==> config.mk <==
export PLATFORM = sky130hd
export DESIGN_NAME = pee_ctrl
export DESIGN_NICKNAME = d
export VERILOG_FILES = /design/src/rtl/pee_pkg.sv /design/src/rtl/pee_ctrl.sv
export SDC_FILE = /design/constraint.sdc
export NUM_CORES = 1
export LEC_CHECK = 0
export BUFFER_PORTS_ARGS = -buffer_cell sky130_fd_sc_hd__buf_4
export CAP_MARGIN = 20
export CORE_AREA = 8 8 45 47
export CTS_CLUSTER_DIAMETER = 40
export CTS_CLUSTER_SIZE = 24
export DETAILED_ROUTE_END_ITERATION = 7
export DIE_AREA = 0 0 53 55
export PLACE_DENSITY = 0.49
export SLEW_MARGIN = 10
export SYNTH_ARGS = -nofsm -noshare
export SYNTH_HDL_FRONTEND = slang
export SYNTH_SLANG_ARGS = --single-unit
==> constraint.sdc <==
create_clock -name clk -period 1.8 [get_ports clk]
set_input_delay 0.09 -clock clk [delete_from_list [all_inputs] [get_ports clk]]
set_output_delay 0.09 -clock clk [all_outputs]
set_load 0.1 [all_outputs]
==> src/rtl/pee_pkg.sv <==
// Package for the postfix expression evaluator: constants, types, state codes.
// No dependencies.
package pee_pkg;
  localparam int unsigned STACK_DEPTH_DEF = 32;
  localparam int unsigned DATA_W = 32;
  localparam int unsigned SYM_W = 8;
  localparam int unsigned STAT_W = 2;

  localparam logic [SYM_W-1:0] CH_ADD  = 8'h2B;
  localparam logic [SYM_W-1:0] CH_SUB  = 8'h2D;
  localparam logic [SYM_W-1:0] CH_MUL  = 8'h2A;
  localparam logic [SYM_W-1:0] CH_DIV  = 8'h2F;
  localparam logic [SYM_W-1:0] CH_POW  = 8'h5E;
  localparam logic [SYM_W-1:0] CH_ZERO = 8'h30;

  localparam logic [STAT_W-1:0] ERR_NONE      = 2'd0;
  localparam logic [STAT_W-1:0] ERR_OVERFLOW  = 2'd1;
  localparam logic [STAT_W-1:0] ERR_UNDERFLOW = 2'd2;
  localparam logic [STAT_W-1:0] ERR_DIVZERO   = 2'd3;

  typedef enum logic [1:0] {OP_ADD, OP_SUB, OP_MUL, OP_NONE} alu_op_t;

  typedef enum logic [3:0] {
    ST_IDLE, ST_RD_Y, ST_RD_X, ST_WAIT, ST_LOAD, ST_ITER, ST_FIX, ST_PUSH,
    ST_FINAL_RD, ST_FINAL_WAIT, ST_OUT
  } state_t;

  // Commands from controller to datapath.
  typedef struct packed {
    logic       take_in;    // latch symbol and last flag
    logic       rd_top;     // read stack top, pop it
    logic       cap_y;      // capture read data as right operand
    logic       cap_x;      // capture read data as left operand
    logic       load_unit;  // start divide or power
    logic       iter;       // one step of the iterative unit
    logic       fix;        // finish divide sign or power
    logic       push;       // push the result (or digit)
    logic       cap_res;    // capture final popped value
    logic       clear;      // clear stack and error after report
  } cmd_t;

  // Status from datapath to controller.
  typedef struct packed {
    logic is_op;
    logic is_long;   // divide or power
    logic last;
    logic iter_done;
  } stat_t;
endpackage

==> src/rtl/pee_ctrl.sv <==
// Controller state machine for the postfix evaluator.
// Depends on pee_pkg.
module pee_ctrl (
  input  logic           clk,
  input  logic           rst_n,
  input  logic           in_tvalid,
  output logic           in_tready,
  output logic           out_tvalid,
  input  logic           out_tready,
  input  pee_pkg::stat_t stat,
  output pee_pkg::cmd_t  cmd
);
  pee_pkg::state_t state_r, state_nxt;

  // State register.
  always_ff @(posedge clk) begin
    if (!rst_n) begin
      state_r <= pee_pkg::ST_IDLE;
    end else begin
      state_r <= state_nxt;
    end
  end

  // Next state.
  always_comb begin
    state_nxt = state_r;
    unique case (state_r)
      pee_pkg::ST_IDLE: begin
        if (in_tvalid) state_nxt = pee_pkg::ST_RD_Y;
      end
      pee_pkg::ST_RD_Y: begin
        if (stat.is_op) state_nxt = pee_pkg::ST_RD_X;
        else state_nxt = pee_pkg::ST_PUSH;
      end
      pee_pkg::ST_RD_X: state_nxt = pee_pkg::ST_WAIT;
      pee_pkg::ST_WAIT: begin
        if (stat.is_long) state_nxt = pee_pkg::ST_LOAD;
        else state_nxt = pee_pkg::ST_PUSH;
      end
      pee_pkg::ST_LOAD: state_nxt = pee_pkg::ST_ITER;
      pee_pkg::ST_ITER: begin
        if (stat.iter_done) state_nxt = pee_pkg::ST_FIX;
      end
      pee_pkg::ST_FIX: state_nxt = pee_pkg::ST_PUSH;
      pee_pkg::ST_PUSH: begin
        if (stat.last) state_nxt = pee_pkg::ST_FINAL_RD;
        else state_nxt = pee_pkg::ST_IDLE;
      end
      pee_pkg::ST_FINAL_RD: state_nxt = pee_pkg::ST_FINAL_WAIT;
      pee_pkg::ST_FINAL_WAIT: state_nxt = pee_pkg::ST_OUT;
      pee_pkg::ST_OUT: begin
        if (out_tready) state_nxt = pee_pkg::ST_IDLE;
      end
      default: state_nxt = pee_pkg::ST_IDLE;
    endcase
  end

  // Outputs.
  always_comb begin
    cmd = '0;
    in_tready = 1'b0;
    out_tvalid = 1'b0;
    unique case (state_r)
      pee_pkg::ST_IDLE: begin
        in_tready = 1'b1;
        cmd.take_in = in_tvalid;
      end
      pee_pkg::ST_RD_Y: cmd.rd_top = stat.is_op;
      pee_pkg::ST_RD_X: begin
        cmd.rd_top = 1'b1;
        cmd.cap_y = 1'b1;
      end
      pee_pkg::ST_WAIT: cmd.cap_x = 1'b1;
      pee_pkg::ST_LOAD: cmd.load_unit = 1'b1;
      pee_pkg::ST_ITER: cmd.iter = 1'b1;
      pee_pkg::ST_FIX: cmd.fix = 1'b1;
      pee_pkg::ST_PUSH: cmd.push = 1'b1;
      pee_pkg::ST_FINAL_RD: cmd.rd_top = 1'b1;
      pee_pkg::ST_FINAL_WAIT: cmd.cap_res = 1'b1;
      pee_pkg::ST_OUT: begin
        out_tvalid = 1'b1;
        cmd.clear = out_tready;
      end
      default: ;
    endcase
  end
endmodule

==> results of run 1 <==
stage by stage:
step                setup slack [ns]  cells
finish                         0.179     85
global route                  0.0996     85
CTS                            0.158     85
detailed placement             0.319     82
global placement               0.318     82
floorplan                     -0.410     49
synth_stat cells, drive strengths merged (2+ instances only):
master / count / share of area
nor2: 5 / 0.054
nor3: 5 / 0.072
dfxtp: 4 / 0.23
nand2b: 4 / 0.072
clkbuf: 3 / 0.032
nand2: 3 / 0.032
o21ai: 3 / 0.043
a21oi: 2 / 0.029
and2: 2 / 0.036
nor2b: 2 / 0.036
o211ai: 2 / 0.058
o21a: 2 / 0.043
cell type report:
type	count	share of cell area
Tap cell	16	0.0329
Sequential cell	4	0.138
Timing Repair Buffer	21	0.259
Clock buffer	3	0.0370
Inverter	1	0.00617
Multi-Input combinational cell	40	0.527
critical path, stage by stage (launching register included):
cell and delay (ns):
dfxtp_2 0.51, nand2b_4 0.11, nor3b_4 0.23, and2_4 0.17, buf_4 0.28
per-layer routing:
metal	GRT usage	vias up
met1	0.0881	166
li1	-	218
met3	0.0134	0
met2	0.107	9
met4	0.0517	0
met5	0	-
power groups by stage:
stage | clock [uW] | sequential [uW] | combinational [uW]
global placement | 0 | 143 | 366
floorplan | 0 | 118 | 316
global route | 115 | 145 | 381
CTS | 115 | 141 | 364
detailed placement | 0 | 143 | 364
finish | 106 | 142 | 361
cell usage in the layout (no fill, tap or decap), types with 2 or more instances in the layout:
master / n
nand2b_1: 3
buf_4: 21
o21a_1: 2
nor2_2: 3
clkbuf_4: 3
nor2b_1: 2
and2_4: 2
o21ai_0: 3
nor3_2: 4
a21oi_1: 2
nand2_1: 3
dfxtp_2: 3
worst paths after layout:
path,endpoint,depth (start not counted)
worst max-delay path,cmd[0],4
worst min-delay path,state_r[0],2
worst max register to register,state_r[1],4
worst min register to register,state_r[2],1
cells by family after synthesis:
group,count (synthesis),share of synthesized area
AO/OA/AOI/OAI,12,0.245
XOR/XNOR,1,0.0253
buffers and inverters,5,0.0577
flip-flops,4,0.231
AND/OR/NAND/NOR,27,0.440
==> results.toml, run 1 <==
[power]
p_sw_uw = 326
p_comb_frac = 0.593
ir_drop_v = 0.000477
clkPwrFrac = 0.175
switching_share = 0.535
pwr-share-seq = 0.233
power.internal_uw = 283
power_density_nw_per_um2 = 1000
p_leak_uw = 0.000258
power_uw = 609

[logic_synthesis]
synth_seq_area_share = 0.231
synth_edf_count = 0
synth-warning-count = 0
async_flop_share = 0
synth_nets = 57
synth_cells = 49
ys_ff_latch = 4
syn-cell-area_um2 = 347
synth_cell_types = 25
synth.avg_cell_area_um2 = 7.07
synth_flop_cell = "dfxtp_1"

[timing]
min_period_over_period = 0.901
fin_tns_setup_ns = 0
min_period_ns = 1.62
slew_headroom = 0.785
clock_skew_ns = 0.00192
finalSetupViolations = 0
timing.fmax_mhz = 617
hold_slack_ns = 0.0962
drv_slew = 0
rsz0062_at_grt = "no"
worstMarginPinSlew_ns = 0.323
finalHoldViolCount = 0

[cts]
cts_buffers = 3
cts_tree = "done"
cts_hold_buf = 0
cts_resized = 0
h-tree-depth = 1
clk_path_buf_depth = 2
clock_sinks = 4
post_cts_buffers = 0
clk_pin_slew_ns = 0.04
insertion_delay_ns = 0.23
root_buffer = "clkbuf_4"

[cells_and_area]
drive_above_1_share = 0.594
seqCellArea_um2 = 83.8
top_register = "state_r"
syn2layout_area_growth_pct = 75.5
final_nets = 79
nFillCells = 147
final_util = 0.439
largest_register_ffs = 4
multiInputGateArea_um2 = 320
antenna_cells = 0
largestRegisters = "state_r (4)"
fin_area_um2 = 608

[floorplan]
die_w_um = 53
io-pin-count = 20
rows = 14
die_area_um2 = 2920
design.core.area_um2 = 1380
fp.dieH_um = 55
start_util = 0.250

[grt]
grt_pass1_vias = 388
grt_pass1_wl_mm = 1.60
antenna_found_initial = 0
grt_max_degree = 16
overflow = 0
grtUsageTotal = 0.0710

[critical_path]
cp_max_fo = 15
critPathLaunch = "state_r[1]"
end_kind = "output pin"
arrival_ns = 1.53
r2r-start = "state_r[0]"
start_kind = "flip-flop"
rrSetupSlack_ns = 0.31
crit_required_ns = 1.71
critPathKind = "flip-flop to output pin"

[placed_design]
dpl_cell_area_um2 = 586
place.detailed.hpwl_um = 828
gp_congestion = 0.782
io_buffers = 19

[detailed_routing]
wl_met1_um = 484
dr_wl_met3_um = 71
drc = 0
initialDrtViolationCount = 3
dr_wl_met2_um = 481
vias = 393
drt-total-wl_mm = 1.04
vias_per_cell = 4.62
highest_layer = "met3"
antenna_left = 0
wl_per_cell_um = 12.2
dr.pass1.iters = 4

[status]
status = "finished clean"

[hold_path]
hold_class = "input port to flip-flop"
min_from = "rst_n"

[flow_run]
cap_violations = 0
(Power assumes the default switching activity.)
==> inputs of run 2 (changes only) <==
Clock period 1.8 ns to 2 ns, I/O delays scaled along.
==> run 2 against run 1 <==
Sequential share of layout area down 0.14 points. Flip-flop and latch count unchanged. Via count up 4.8%. Clock skew down 0.00057 ns. Clock power down 8%. Worst hold slack worse by 0.0042 ns. Largest cell class unchanged. Sequential power down 18%. Global-route usage up 0.97 points. Design area down 3.5%. Critical path depth unchanged. Power down 11%. Highest routed layer unchanged. Critical path type unchanged.
==> results.toml, run 2 (synthesis gave the netlist of run 1 again) <==
[status]
status = "finished clean"

[cts]
cts_resized = 0
clk_pin_slew_ns = 0.04
cts_tree = "done"
clock_sinks = 4
post_cts_buffers = 0
root_buffer = "clkbuf_4"
cts_hold_buf = 0
h-tree-depth = 1
insertion_delay_ns = 0.23
cts_buffers = 3
clk_path_buf_depth = 2

[floorplan]
design.core.area_um2 = 1380
rows = 14
die_area_um2 = 2920
die_w_um = 53
io-pin-count = 20
start_util = 0.250
fp.dieH_um = 55

[detailed_routing]
drt-total-wl_mm = 1.11
vias_per_cell = 4.79
antenna_left = 0
dr.pass1.iters = 3
initialDrtViolationCount = 3
vias = 412
wl_per_cell_um = 12.9
drc = 0

[power]
ir_drop_v = 0.000318
p_leak_uw = 0.000248
power_density_nw_per_um2 = 922
power_uw = 541

[timing]
rsz0062_at_grt = "no"
clock_skew_ns = 0.00135
worstMarginPinSlew_ns = 0.499
finalSetupViolations = 0
timing.fmax_mhz = 565
min_period_over_period = 0.885
slew_headroom = 0.667
drv_slew = 0
min_period_ns = 1.77
setup_ws_ns = 0.230
hold_slack_ns = 0.0920
finalHoldViolCount = 0

[cells_and_area]
multiInputGateArea_um2 = 295
antenna_cells = 0
top_register = "state_r"
final_common_cell = "buf_4"
instances_no_fill = 86
drive_above_1_share = 0.471
nFillCells = 153
layout_common_cells = "buf_4 (22), nand2b_1 (4), dfxtp_1 (4)"
fin_area_um2 = 587
syn2layout_area_growth_pct = 69.3
seqCellArea_um2 = 80.1
largestRegisters = "state_r (4)"
largest_register_ffs = 4
final_nets = 80

[grt]
overflow = 0
antenna_found_initial = 0
grt_max_degree = 14
grt_pass1_wl_mm = 1.79
grtUsageTotal = 0.0808
grt_pass1_vias = 410

[critical_path]
arrival_ns = 1.67
end_kind = "output pin"
cp_cell_sequence = "nand2b_1, nor3b_4, and2_2, buf_4"
crit_required_ns = 1.90
start_kind = "flip-flop"
slowest_delay_ns = 0.55
critPathKind = "flip-flop to output pin"
critPathSlowestCell = "dfxtp_1"
cp_max_fo = 11

[hold_path]
hold_class = "input port to flip-flop"

[placed_design]
io_buffers = 19
place.detailed.hpwl_um = 891
post-place-cells = 83
gp_congestion = 0.741
dpl_cell_area_um2 = 564
pre_cts_ws_ns = 0.453

[flow_run]
cap_violations = 0
## run 2: changes by cell type in the layout (fill, tap and decap cells not counted), sizes merged
cell	delta
buf	+1
## run 2: path summary, 6_finish.rpt
check	start	end	slack [ns]	cells past startpoint
max	state_r[1]	cmd[0]	0.23	4
max reg2reg	state_r[3]	state_r[0]	0.46	4
min reg2reg	state_r[2]	state_r[3]	0.69	3
min	rst_n	state_r[0]	0.09	2
## run 2: where the power goes
part | total, uW | switching [uW] | internal [uW]
combinational | 327 | 235 | 92.1
clock | 97.7 | 30.8 | 67.0
sequential | 117 | 26.8 | 90.0
total | 541 | 292 | 249
## run 2: final cells by class
cell class              instances  area share
well taps                      16      0.0341
inverters                       1     0.00640
flip-flops and latches          4       0.136
repair buffers                 22       0.281
multi-input cells              40       0.503
clock buffers                   3      0.0384
## run 2: stage by stage
step | setup TNS (ns) | utilization
final | 0 | 0.424
after global routing | 0 | 0.424
after CTS | 0 | 0.424
after detailed placement | 0 | 0.408
after global placement | 0 | 0.408
after floorplan | -2.48 | -
## run 2: routing by layer
layer / vias up / global-route usage / share of wire
met4: 0 / 0.0517 / 0
met1: 183 / 0.105 / 0.45
met3: 0 / 0.0241 / 0.075
met2: 10 / 0.113 / 0.47
li1: 219 / - / -
met5: - / 0 / 0
## run 2: worst max-delay path, delay by kind of cell (launching register included)
family	cells	cell delay (ns)
buf+inv	1	0.28
simple gates	3	0.60
flops	1	0.55
==> inputs of run 3 (changes only) <==
--- a/config.mk
+++ b/config.mk
@@ -10,3 +10,3 @@
 export CORE_AREA = 8 8 45 47
-export CTS_CLUSTER_DIAMETER = 40
+export CTS_CLUSTER_DIAMETER = 200
 export CTS_CLUSTER_SIZE = 24
==> constraint.sdc (replaced) <==
create_clock -name clk -period 2 [get_ports clk]
set_input_delay 0.2 -clock clk [delete_from_list [all_inputs] [get_ports clk]]
set_output_delay 0.2 -clock clk [all_outputs]
set_load 0.1 [all_outputs]
==> run 3 against run 2 <==
Utilization is 0.72 points higher. Non-clock buffer count stayed put. Cell count stayed put. Design area is 1.7% higher. Critical path depth stayed put. Maximum frequency is 3.4% lower. Via count is 1.7% higher. First-iteration DRC count stayed put. Power is 0.65% higher. Wire length is 0.90% lower. Largest cell class unchanged.
==> results.toml, run 3 (synthesis gave the netlist of run 1 again) <==
[status]
status = "finished clean"

[timing]
finalHoldViolCount = 0
rsz0062_at_grt = "no"
hold_slack_ns = 0.196
drv_slew = 0
worstMarginPinSlew_ns = 0.492
finalSetupViolations = 0
min_period_ns = 1.83
setup_ws_ns = 0.168
slew_headroom = 0.671
timing.fmax_mhz = 546
clock_skew_ns = 0.000208
min_period_over_period = 0.916

[placed_design]
io_buffers = 19
dpl_cell_area_um2 = 574
gp_congestion = 0.705
place.detailed.hpwl_um = 875
pre_cts_ws_ns = 0.406

[detailed_routing]
drc = 0
highest_layer = "met3"
wl_per_cell_um = 12.8
dr_wl_met3_um = 82
dr.pass1.iters = 4
antenna_left = 0
wl_met1_um = 469
drt-total-wl_mm = 1.10
vias = 419
initialDrtViolationCount = 3
dr_wl_met2_um = 546
vias_per_cell = 4.87

[grt]
grt_max_degree = 14
grtUsageTotal = 0.0848
antenna_found_initial = 0
grt_pass1_wl_mm = 1.88
grt_pass1_vias = 418
overflow = 0

[critical_path]
critPathSlowestCell = "dfxtp_1"
end_kind = "output pin"
start_kind = "flip-flop"
crit_required_ns = 1.80
critPathKind = "flip-flop to output pin"
cp_cell_sequence = "nand2b_1, nor3b_4, and2_2, buf_4"
arrival_ns = 1.63
cp_max_fo = 10
slowest_delay_ns = 0.43

[cts]
root_buffer = "clkbuf_4"
post_cts_buffers = 0
insertion_delay_ns = 0.23
h-tree-depth = 1
clk_pin_slew_ns = 0.04
cts_resized = 0
clk_path_buf_depth = 2
cts_hold_buf = 0
clock_sinks = 4
cts_tree = "done"
cts_buffers = 3

[cells_and_area]
antenna_cells = 0
largestRegisters = "state_r (4)"
drive_above_1_share = 0.471
top_register = "state_r"
layout_common_cells = "buf_4 (22), nand2b_1 (4), dfxtp_1 (4)"
final_common_cell = "buf_4"
fin_area_um2 = 597
nFillCells = 137
syn2layout_area_growth_pct = 72.2
final_nets = 80
largest_register_ffs = 4
final_util = 0.431

[floorplan]
rows = 14
fp.dieH_um = 55
die_area_um2 = 2920
io-pin-count = 20
start_util = 0.250
die_w_um = 53
design.core.area_um2 = 1380

[power]
p_leak_uw = 0.000249
clkPwrFrac = 0.178
p_sw_uw = 294
power_density_nw_per_um2 = 913
ir_drop_v = 0.000370
p_comb_frac = 0.608
switching_share = 0.540
pwr-share-seq = 0.215
power.internal_uw = 251

[flow_run]
cap_violations = 0

[hold_path]
hold_class = "input port to flip-flop"
[run 3: cell counts in the layout (fill, tap and decap cells not counted)]
No cell type changed its count.
[run 3: power by group through the flow]
stage	logic [uW]	clock network, uW	registers [uW]
after floorplan	276	0	103
after global placement	334	0	119
after detailed placement	334	0	119
after CTS	334	105	117
after global routing	350	110	121
final	331	96.8	117
[run 3: layout make-up]
cell class,count,area [um^2],area share
well taps,16,20.0,0.0335
clock buffers,3,22.5,0.0377
flip-flops and latches,4,80.1,0.134
multi-input cells,40,305,0.512
repair buffers,22,165,0.277
inverters,1,3.75,0.00629
[run 3: worst paths after layout]
kind	cells after the start	from	endpoint	slack, ns
min reg2reg	2	state_r[0]	state_r[2]	0.68
min	2	rst_n	state_r[0]	0.20
max reg2reg	4	state_r[2]	state_r[0]	0.42
max	4	state_r[2]	cmd[0]	0.17
[run 3: routing by layer]
metal / GRT usage / vias to the layer above
met4: 0.0517 / 0
met3: 0.0187 / 0
met1: 0.105 / 191
li1: - / 219
met5: 0 / -
met2: 0.131 / 9
[run 3: worst max-delay path, delay by kind of cell (launching register included)]
kind	cells	cell delay, ns
flops	1	0.43
buf+inv	1	0.28
simple gates	3	0.69
[run 3: through the flow]
step	total power (uW)	TNS (ns)	cells
finish	545	0	86
global route	582	0	86
CTS	556	0	86
detailed placement	452	0	83
global placement	453	0	83
floorplan	379	-3.31	49
